===== config.mk =====
export PLATFORM = sky130hd
export DESIGN_NAME = planar_420_to_packed_422
export DESIGN_NICKNAME = d
export VERILOG_FILES = /design/src/rtl/core/pl420_pkg.sv /design/src/rtl/core/pl420_csr.sv /design/src/rtl/core/pl420_pos.sv /design/src/rtl/core/pl420_pipe.sv /design/src/rtl/core/planar_420_to_packed_422.sv
export SDC_FILE = /design/constraint.sdc
export NUM_CORES = 1
export LEC_CHECK = 0
export ABC_AREA = 0
export BUFFER_PORTS_ARGS = -buffer_cell sky130_fd_sc_hd__buf_4
export CAP_MARGIN = 30
export CORE_MARGIN = 5
export CORE_UTILIZATION = 35
export CTS_CLUSTER_DIAMETER = 40
export DETAILED_ROUTE_END_ITERATION = 12
export SLEW_MARGIN = 20
export SYNTH_ARGS = -nofsm -noshare
export SYNTH_HDL_FRONTEND = slang
export SYNTH_SLANG_ARGS = --single-unit

===== constraint.sdc =====
create_clock -name clock -period 7 [get_ports clock]
set_input_delay 0.7 -clock clock [delete_from_list [all_inputs] [get_ports clock]]
set_output_delay 0.7 -clock clock [all_outputs]
set_load 0.03 [all_outputs]

===== src/rtl/core/pl420_pkg.sv =====
// Shared types and constants for the planar 4:2:0 to packed YUY2 converter.
// Holds the word structs, register indexes and size limits; no dependencies.

package pl420_pkg;

   // Size limits of one frame.
   localparam int unsigned MAX_PAIRS = 2048;
   localparam int unsigned MAX_ROWS  = 4096;

   // Widths of the configuration registers and of the position counters.
   localparam int unsigned WIDTH_W = 12;
   localparam int unsigned HEIGHT_W = 13;
   localparam int unsigned COL_W = 11;
   localparam int unsigned ROW_W = 12;
   localparam int unsigned CSR_DATA_W = 13;
   localparam int unsigned CSR_INDEX_W = 2;

   // Configuration register indexes.
   localparam logic [CSR_INDEX_W-1:0] CSR_WIDTH_PAIRS     = 2'd0;
   localparam logic [CSR_INDEX_W-1:0] CSR_HEIGHT_ROWS     = 2'd1;
   localparam logic [CSR_INDEX_W-1:0] CSR_INTERLACED_MODE = 2'd2;

   // Register values after reset.
   localparam logic [WIDTH_W-1:0]  WIDTH_RESET  = 12'd360;
   localparam logic [HEIGHT_W-1:0] HEIGHT_RESET = 13'd480;

   // Interlaced averaging needs at least this many rows.
   localparam logic [HEIGHT_W-1:0] MIN_INTERLACED_ROWS = 13'd12;

   // Input word: one pixel pair with near and far chroma.
   typedef struct packed {
      logic [7:0] luma_first;
      logic [7:0] luma_second;
      logic [7:0] u_near;
      logic [7:0] v_near;
      logic [7:0] u_far;
      logic [7:0] v_far;
   } req_word_type;

   // Output word: one YUY2 pair with row and frame markers.
   typedef struct packed {
      logic [31:0] packed_pair;
      logic        row_end;
      logic        frame_end;
   } rsp_word_type;

   // Frame geometry derived from the registers.
   typedef struct packed {
      logic [COL_W-1:0] last_col;
      logic [ROW_W-1:0] last_row;
      logic [ROW_W-1:0] plain_row;
      logic             interlaced;
   } frame_cfg_type;

   // Per-pair decisions made at the input.
   typedef struct packed {
      logic use_avg;
      logic row_end;
      logic frame_end;
   } pos_flags_type;

endpackage


===== src/rtl/core/pl420_csr.sv =====
// Configuration registers and derived frame geometry.
// Depends on pl420_pkg.

module pl420_csr
   import pl420_pkg::*;
(
   input  logic                   clock,
   input  logic                   reset,
   input  logic                   csr_write,
   input  logic [CSR_INDEX_W-1:0] csr_index,
   input  logic [CSR_DATA_W-1:0]  csr_data,
   output frame_cfg_type          frame_cfg
);

   logic [WIDTH_W-1:0]  width_ff;
   logic [WIDTH_W-1:0]  width_in;
   logic [HEIGHT_W-1:0] height_ff;
   logic [HEIGHT_W-1:0] height_in;
   logic                inter_ff;
   logic                inter_in;
   logic [WIDTH_W-1:0]  eff_width;
   logic [HEIGHT_W-1:0] sat_height;
   logic [HEIGHT_W-1:0] eff_height;
   logic                inter_ok;

   // Register writes.
   always_comb begin
      width_in  = width_ff;
      height_in = height_ff;
      inter_in  = inter_ff;
      if (csr_write) begin
         unique case (csr_index)
            CSR_WIDTH_PAIRS:     width_in  = csr_data[WIDTH_W-1:0];
            CSR_HEIGHT_ROWS:     height_in = csr_data[HEIGHT_W-1:0];
            CSR_INTERLACED_MODE: inter_in  = csr_data[0];
            default: ;
         endcase
      end
   end

   always_ff @(posedge clock) begin
      if (reset) begin
         width_ff  <= WIDTH_RESET;
         height_ff <= HEIGHT_RESET;
         inter_ff  <= 1'b0;
      end else begin
         width_ff  <= width_in;
         height_ff <= height_in;
         inter_ff  <= inter_in;
      end
   end

   // Clamp the width into one to the maximum pair count.
   always_comb begin
      if (width_ff == '0) begin
         eff_width = WIDTH_W'(1);
      end else if (width_ff > WIDTH_W'(MAX_PAIRS)) begin
         eff_width = WIDTH_W'(MAX_PAIRS);
      end else begin
         eff_width = width_ff;
      end
   end

   // Saturate, round down to even (or to a multiple of four when interlaced), floor at two.
   always_comb begin
      if (height_ff > HEIGHT_W'(MAX_ROWS)) begin
         sat_height = HEIGHT_W'(MAX_ROWS);
      end else begin
         sat_height = height_ff;
      end
      if (inter_ff) begin
         eff_height = {sat_height[HEIGHT_W-1:2], 2'b00};
      end else begin
         eff_height = {sat_height[HEIGHT_W-1:1], 1'b0};
      end
      inter_ok = inter_ff && (eff_height >= MIN_INTERLACED_ROWS);
      if (eff_height < HEIGHT_W'(2)) begin
         eff_height = HEIGHT_W'(2);
      end
   end

   // Geometry limits used by the position tracker.
   always_comb begin
      logic [WIDTH_W-1:0]  col_lim;
      logic [HEIGHT_W-1:0] row_lim;
      logic [HEIGHT_W-1:0] plain_lim;
      col_lim   = eff_width - WIDTH_W'(1);
      row_lim   = eff_height - HEIGHT_W'(1);
      plain_lim = eff_height - HEIGHT_W'(2);
      frame_cfg.last_col   = col_lim[COL_W-1:0];
      frame_cfg.last_row   = row_lim[ROW_W-1:0];
      frame_cfg.plain_row  = plain_lim[ROW_W-1:0];
      frame_cfg.interlaced = inter_ok;
   end

endmodule


===== src/rtl/core/pl420_pos.sv =====
// Column and row tracking and the chroma averaging decision for each pair.
// Depends on pl420_pkg.

module pl420_pos
   import pl420_pkg::*;
(
   input  logic          clock,
   input  logic          reset,
   input  frame_cfg_type frame_cfg,
   input  logic          advance,
   output pos_flags_type pos_flags
);

   logic [COL_W-1:0] col_ff;
   logic [COL_W-1:0] col_in;
   logic [ROW_W-1:0] row_ff;
   logic [ROW_W-1:0] row_in;
   logic             row_done;
   logic             frame_done;
   logic             average;

   // Row and frame ends; counters past the limits end at once.
   assign row_done   = col_ff >= frame_cfg.last_col;
   assign frame_done = row_done && (row_ff >= frame_cfg.last_row);

   // The last row pair stays plain. Progressive averages odd rows; interlaced
   // averages the middle two rows of each group of four, from row two on.
   always_comb begin
      if (row_ff >= frame_cfg.plain_row) begin
         average = 1'b0;
      end else if (!frame_cfg.interlaced) begin
         average = row_ff[0];
      end else if (row_ff < ROW_W'(2)) begin
         average = 1'b0;
      end else begin
         average = row_ff[1] ^ row_ff[0];
      end
   end

   assign pos_flags.use_avg   = average;
   assign pos_flags.row_end   = row_done;
   assign pos_flags.frame_end = frame_done;

   // Counter update on each accepted word.
   always_comb begin
      col_in = col_ff;
      row_in = row_ff;
      if (advance) begin
         if (row_done) begin
            col_in = '0;
            row_in = frame_done ? '0 : row_ff + ROW_W'(1);
         end else begin
            col_in = col_ff + COL_W'(1);
         end
      end
   end

   always_ff @(posedge clock) begin
      if (reset) begin
         col_ff <= '0;
         row_ff <= '0;
      end else begin
         col_ff <= col_in;
         row_ff <= row_in;
      end
   end

endmodule


===== src/rtl/core/pl420_pipe.sv =====
// Two-register datapath: input register, chroma mean and YUY2 packing, result register.
// Depends on pl420_pkg.

module pl420_pipe
   import pl420_pkg::*;
(
   input  logic          clock,
   input  logic          reset,
   input  logic          req_valid,
   output logic          req_ready,
   input  req_word_type  req_word,
   input  pos_flags_type pos_flags,
   output logic          rsp_valid,
   input  logic          rsp_ready,
   output rsp_word_type  rsp_word
);

   logic          s1_valid_ff;
   logic          s1_valid_in;
   req_word_type  s1_word_ff;
   pos_flags_type s1_flags_ff;
   logic          out_valid_ff;
   logic          out_valid_in;
   rsp_word_type  out_word_ff;
   rsp_word_type  out_word_in;
   logic          out_free;
   logic          s1_free;
   logic [8:0]    u_sum;
   logic [8:0]    v_sum;
   logic [7:0]    u_sel;
   logic [7:0]    v_sel;

   // Each stage takes a word when empty or when its word moves on.
   assign out_free  = !out_valid_ff || rsp_ready;
   assign s1_free   = !s1_valid_ff || out_free;
   assign req_ready = s1_free;

   // Input register.
   assign s1_valid_in = s1_free ? req_valid : s1_valid_ff;

   always_ff @(posedge clock) begin
      if (reset) begin
         s1_valid_ff <= 1'b0;
      end else begin
         s1_valid_ff <= s1_valid_in;
      end
   end

   always_ff @(posedge clock) begin
      if (req_valid && s1_free) begin
         s1_word_ff  <= req_word;
         s1_flags_ff <= pos_flags;
      end
   end

   // Floor mean of near and far chroma where the row calls for it.
   assign u_sum = {1'b0, s1_word_ff.u_near} + {1'b0, s1_word_ff.u_far};
   assign v_sum = {1'b0, s1_word_ff.v_near} + {1'b0, s1_word_ff.v_far};
   assign u_sel = s1_flags_ff.use_avg ? u_sum[8:1] : s1_word_ff.u_near;
   assign v_sel = s1_flags_ff.use_avg ? v_sum[8:1] : s1_word_ff.v_near;

   // Pack as Y0, U, Y1, V from the low byte up.
   always_comb begin
      out_word_in.packed_pair = {v_sel, s1_word_ff.luma_second, u_sel,
                                 s1_word_ff.luma_first};
      out_word_in.row_end     = s1_flags_ff.row_end;
      out_word_in.frame_end   = s1_flags_ff.frame_end;
   end

   // Result register.
   assign out_valid_in = out_free ? s1_valid_ff : out_valid_ff;

   always_ff @(posedge clock) begin
      if (reset) begin
         out_valid_ff <= 1'b0;
      end else begin
         out_valid_ff <= out_valid_in;
      end
   end

   always_ff @(posedge clock) begin
      if (out_free && s1_valid_ff) begin
         out_word_ff <= out_word_in;
      end
   end

   assign rsp_valid = out_valid_ff;
   assign rsp_word  = out_word_ff;

endmodule


===== src/rtl/core/planar_420_to_packed_422.sv =====
// Top level of the planar 4:2:0 to packed YUY2 converter.
// Depends on pl420_pkg, pl420_csr, pl420_pos and pl420_pipe.
//
//   port group  direction  carries
//   req_*       in         one pixel pair with near and far chroma per word
//   rsp_*       out        one YUY2 word with row and frame end markers
//   csr_*       in         register writes: width, height, interlaced mode
//
// Each accepted word passes the input register and then the result register
// on its way to the result port; one word enters per cycle while req_ready is high.
// Reset clears both stage valids and the column and row counters and loads
// the register defaults. A stall on the result side fills the two registers
// before req_ready drops, so no word is lost or repeated.

module planar_420_to_packed_422
   import pl420_pkg::*;
(
   input  logic                   clock,
   input  logic                   reset,
   input  logic                   req_valid,
   output logic                   req_ready,
   input  req_word_type           req_word,
   output logic                   rsp_valid,
   input  logic                   rsp_ready,
   output rsp_word_type           rsp_word,
   input  logic                   csr_write,
   input  logic [CSR_INDEX_W-1:0] csr_index,
   input  logic [CSR_DATA_W-1:0]  csr_data
);

   frame_cfg_type frame_cfg;
   pos_flags_type pos_flags;
   logic          advance;

   assign advance = req_valid && req_ready;

   // Registers and geometry.
   pl420_csr u_csr (
      .clock     (clock),
      .reset     (reset),
      .csr_write (csr_write),
      .csr_index (csr_index),
      .csr_data  (csr_data),
      .frame_cfg (frame_cfg)
   );

   // Position counters and chroma decision.
   pl420_pos u_pos (
      .clock     (clock),
      .reset     (reset),
      .frame_cfg (frame_cfg),
      .advance   (advance),
      .pos_flags (pos_flags)
   );

   // Datapath.
   pl420_pipe u_pipe (
      .clock     (clock),
      .reset     (reset),
      .req_valid (req_valid),
      .req_ready (req_ready),
      .req_word  (req_word),
      .pos_flags (pos_flags),
      .rsp_valid (rsp_valid),
      .rsp_ready (rsp_ready),
      .rsp_word  (rsp_word)
   );

endmodule


# After elaboration in Yosys (flattened, before gate mapping)
# Cells that the tools add are included.
# word_totals
regBits,136
input_bits,68
output_inout_bits,36
wordCells,62
# op_classes
add_sub_neg,7
order_cmp,8
eq_ne,2
n_mux,11
bitwise_logic,1
reduce_logical,14
# op_table
op,n
$mux W11,3
$ge A12 B12 Y1,2
$mux W12,2
$add A8 B8 Y9,2
$mux W8,2
$ge A13 B4 Y1 const B,1
$gt A13 B13 Y1 const B,1
$lt A13 B2 Y1 const B,1
$mux W13,1
$add A12 B1 Y12 const B,1
$gt A12 B12 Y1 const B,1
$logic_not A12 Y1,1
$lt A12 B2 Y1 const B,1
$sub A12 B1 Y12 const B,1
$sub A12 B2 Y12 const B,1
$add A11 B1 Y11 const B,1
$ge A11 B11 Y1,1
$sub A11 B1 Y11 const B,1
$reduce_and A2 Y1,4
$logic_and A1 B1 Y1,4
$eq A2 B1 Y1 const B,1
$eq A2 B2 Y1 const B,1
$logic_not A1 Y1,2
$logic_not A2 Y1,1
other kinds (4),6

# Longest topological paths before layout
# depth
depth_word,9
depth_mapped,17
depth_no_buf,16

# Cells and area by module
# Synthesis repeated with hierarchy kept, for this count alone.
# hier_totals
cells_unflattened,707
area_unflattened_um2,7308.3
# modules_own_cells
mod,n_inst,cells_per_inst,area_per_inst_um2,seq_area_each_um2
pl420_pipe,1,220,3514.6,2592.5
pl420_pos,1,245,2042.0,460.4
pl420_csr,1,241,1745.4,520.5
planar_420_to_packed_422,1,1,6.3,0.0

# Worst setup path before layout
# OpenSTA, ideal clock, no wires.
# synth_path
path_kind,register to register
from,reg u_csr.width_ff[6]
to,reg u_pos.row_ff[4]
setup_ps,117
t_arrival_ps,3880
t_required_ps,6883
slack_ps,3003
stages_incl_launch_ff,16
n_path_buf,1
synth_period_minus_slack_ps,3997
cell_sequence,dfxtp_1 or4_1 or3_4 nor3_1 o21bai_1 ha_1 o21ai_1 nor2_1 o32a_1 ha_1 o2111ai_1 or2_2 o21ai_0 clkbuf_1 o21ai_0 a32o_1
# synth_via
elab_chain_len,7
word_cells_on_any_way,9
cone_classes,add/sub: 1; order compare: 2; mux: 3; reduce/logical: 3
# synth_rtl
element,line_no,source
"start, declared",pl420_csr.sv:15,logic [WIDTH_W-1:0] width_ff;
"start signal, assigned",pl420_csr.sv:47,width_ff <= width_in;
$gt A12 B12 Y1,pl420_csr.sv:57,end else if (width_ff > WIDTH_W'(MAX_PAIRS)) begin
$mux W11,pl420_csr.sv:57,
$mux W11 (*),pl420_csr.sv:55,if (width_ff == '0) begin
$sub A11 B1 Y11 (*),pl420_csr.sv:87,col_lim = eff_width - WIDTH_W'(1);
$ge A11 B11 Y1 (*),pl420_pos.sv:23,assign row_done = col_ff >= frame_cfg.last_col;
$logic_and A1 B1 Y1,pl420_pos.sv:24,assign frame_done = row_done && (row_ff >= frame_cfg.last_row);
$mux W12,pl420_pos.sv:51,row_in = frame_done ? '0 : row_ff + ROW_W'(1);
"end signal, assigned",pl420_pos.sv:64,row_ff <= row_in;
"end, declared",pl420_pos.sv:16,logic [ROW_W-1:0] row_ff;
# Every way passes the cells marked *; elsewhere a longest branch is shown, timed or not.
# A chain may end at the register's enable or synchronous reset.

# Worst setup path in the final report
# layout_path
from,reg u_csr.width_ff[6]
to,reg u_pos.row_ff[2]
# Same word-level chain as after synthesis.

==> summary.md <==
| Metric | Value |
|---|---|
| Die W | `148 um` |
| Critical path class | `flop to flop` |
| Final Hold Viols | `0` |
| FF+latch count, synth | `136` |
| R2R Path End | `u_pos.row_ff[2]` |
| Die ar. | `0.0219 mm^2` |
| Vias | `5188` |
| Post-Syn Area | `0.00666 mm^2` |
| Clk sinks | `136` |
| Io pins | `104` |
| Crit path launch type | `flop` |
| Final WS setup | `2250 ps` |
| Cts hold-fix bufs | `0` |
| Total Routing Usage GR | `0.147` |
| Library cells used by synthesis | `67` |
| Cell count after synthesis | `621` |
| Slew HR | `0.376` |
| Status | `complete, no violations` |
| Clock slew at reported path FFs | `60 ps` |
| Initial antenna violation count | `0` |
| Tmin final | `4750 ps` |
| DR WL/cell | `16.4 um` |
| FF-to-FF path depth | `14` |
| Critical Path End Type | `flop` |
| Synth area leaders | `edfxtp_1 38%, dfxtp_1 15%, ha_1 7.7%` |
| Ys Warns | `0` |
| H-tree depth | `4` |
| Port bufs | `103` |
| Combinational share of power | `0.112` |
| Layout Nets | `838` |
| Unrepaired setup endpoints after global routing | `no` |
| GRT overflow | `0` |
| Worst R2R Start | `u_csr.width_ff[6]` |
| Vias in the first global route | `5233` |
| Share of layout cells above drive strength 1 | `0.220` |
| Die Y | `148 um` |
| Routability congestion estimate | `0.892` |
| Area of the multi-input gates | `0.00291 mm^2` |
| # setup viols final | `0` |
| Crit path DAT | `5110 ps` |
| Area leader, netlist | `edfxtp_1` |
| P_int | `0.00146 W` |
| Worst clock skew | `6.95 ps` |
| WL final | `16.0 mm` |
| Final Cycle Share | `0.678` |
| Crit Path Max Fanout | `14` |
| WP data required | `7360 ps` |
| Register share of total power | `0.462` |
| Clk buf depth | `2` |
| P&R area growth vs syn | `24.0%` |
| Crit. Startpoint | `u_csr.width_ff[6]` |
| DR pass1 iterations | `7` |
| Setup TNS | `0 ps` |
| Postcts setup bufs | `0` |
| Syn Nets | `732` |
| Max_cap viols | `0` |
| Post-DP HPWL | `11.5 mm` |
| Initial core utilization | `0.356` |
| Yosys top cell area share | `0.383` |
| Filler Cell Count | `1740` |
| Resize count post-CTS | `0` |
| Final Slew Violations | `0` |
| CTS tree | `built` |
| Switching Fraction | `0.266` |
| Core area | `0.0187 mm^2` |
| Clk root buf | `clkbuf_16` |
| Seq. cell area | `0.00357 mm^2` |
| Largest net degree at the start of global routing | `57` |
| End of the critical path | `u_pos.row_ff[2]` |
| Sequential share of the synthesized area | `0.537` |
| Slew @ Worst Pin | `929 ps` |
| Core Rows | `50` |
| PwrDens | `241 mW/mm^2` |
| FFs w/ async S/R, synth | `0` |
| R2R setup slack | `2250 ps` |
| Worst VDD drop | `0.000129 V` |
| Number of remaining DRC errors | `0` |
| Avg Vias per Cell | `5.33` |
| F_max | `211 MHz` |
| Clock latency on the worst-skew pair | `420 ps` |
| First-pass GRT wire length | `26.0 mm` |
| Hold Path Class | `flop to flop` |
| Syn_area_per_cell | `10.7 um^2` |
| Psw | `0.000530 W` |
| 1st-iter DRT viols | `295` |
| # diodes | `0` |
| ANT nets after route | `0` |
| CTS buffer count | `17` |
| Dpl ws | `2380 ps` |
| Clock power share | `0.426` |
| Most used DFF post-synth | `edfxtp_1` |
| Number of synthesized flops with an enable pin | `85` |
| Leakage | `3.30 nW` |
-- cells in the mapped netlist, drive strengths merged (4+ instances only) --
cell type and instances:
xor2 12, nor2 40, a21oi 39, dfxtp 51, nor2b 5, and2 4
nand3 19, a31oi 7, xnor2 8, nor3b 7, mux2i 5, edfxtp 85
and3 6, a211oi 6, clkbuf 18, o21ai 36, nor4 5, o21a 5
a21o 6, a32o 7, nand3b 5, nand4 4, ha 41, nor3 11
or2 4, inv 29, o22ai 4, nand2b 5, mux2 7, or3 7
nand2 85, o41ai 4
-- worst min path at each step --
stage                                start  slack (ps)  cells past startpoint               endpoint
floorplan            u_pipe.out_word_in[0]         400                      0     u_pipe.rsp_word[0]
global placement    u_pipe.out_word_in[21]         400                      0    u_pipe.rsp_word[21]
detailed placement   u_pipe.out_word_in[0]         400                      0     u_pipe.rsp_word[0]
CTS                  u_pipe.out_word_in[0]         420                      0     u_pipe.rsp_word[0]
global route                  req_word[16]         420                      1  u_pipe.s1_word_ff[16]
finish               u_pipe.out_word_in[8]         420                      0     u_pipe.rsp_word[8]
-- cell families after synthesis --
family          after synthesis  synth area share
flops                       136             0.537
xor+xnor                     20            0.0263
mux                          12            0.0194
compound gates              145             0.149
buf+inv                      50            0.0282
simple gates                215             0.157
fa+ha+maj                    43            0.0831
-- critical path: stages (launching register included) --
cell and delay (ps):
dfxtp_1 360, or4_1 590, or3_4 390, nor3_1 150, o21bai_1 120, ha_1 260
o21ai_1 250, nor2_1 70, o32a_1 300, ha_1 310, o2111ai_1 130, or2_2 310
o21ai_1 730, and2_1 470, a41o_1 230
-- metrics by stage --
| step | util | total power, W | std cells | hold WS (ps) | area, um^2 |
|---|---|---|---|---|---|
| floorplan | - | 0.00107 | 621 | 400 | 6660 |
| global placement | 0.411 | 0.00115 | 941 | 401 | 7680 |
| detailed placement | 0.411 | 0.00116 | 941 | 405 | 7680 |
| CTS | 0.440 | 0.00201 | 973 | 419 | 8240 |
| global route | 0.441 | 0.00208 | 974 | 421 | 8250 |
| finish | 0.441 | 0.00199 | 974 | 417 | 8250 |
-- state kept, by name (all words and copies together), names as in the netlist --
signal,cells
u_csr.height_ff,13
u_csr.width_ff,12
u_pos.col_ff,11
u_pos.row_ff,12
u_pipe.rsp_word,34
u_pipe.s1_flags_ff,1
u_pipe.rsp_valid,1
u_pipe.s1_valid_ff,1
u_pipe.s1_word_ff,32
u_pipe.out_word_in,18
u_csr.inter_ff,1
-- cell usage in the layout (no fill, tap or decap), types with 8 or more instances in the layout --
| cell type | instances |
|---|---|
| nor3_1 | 11 |
| xor2_1 | 12 |
| a21oi_1 | 39 |
| nor2_1 | 40 |
| nand2_1 | 85 |
| dfxtp_1 | 51 |
| clkbuf_16 | 17 |
| xnor2_1 | 8 |
| buf_4 | 106 |
| ha_1 | 41 |
| inv_1 | 29 |
| edfxtp_1 | 85 |
| nand3_1 | 19 |
| o21ai_0 | 32 |
-- final cells by class --
cell class                 instances  area share
clock buffer                      17      0.0515
clock inverter                    15      0.0161
inverter                          30      0.0136
multi-input combinational        435       0.352
sequential                       136       0.433
tap                              234      0.0355
timing repair buffer             107      0.0982
-- routing by layer --
| layer | up-vias | wire length (um) | part of all wire | GRT usage |
|---|---|---|---|---|
| li1 | 2506 | - | - | - |
| met1 | 2494 | 7000 | 0.44 | 0.182 |
| met2 | 172 | 7670 | 0.48 | 0.248 |
| met3 | 16 | 1130 | 0.071 | 0.0490 |
| met4 | 0 | 160 | 0.010 | 0.0365 |
| met5 | - | 0 | 0 | 0 |
-- power groups by stage --
stage          clock network (W)  logic [W]  registers, W
2_1_floorplan                  0   0.000123      0.000949
3_3_place_gp                   0   0.000213      0.000937
3_5_place_dp                   0   0.000221      0.000938
4_1_cts                 0.000868   0.000222      0.000921
5_1_grt                 0.000905   0.000248      0.000924
6_report                0.000848   0.000222      0.000920
No activity file was read; power rests on OpenSTA's default activity.
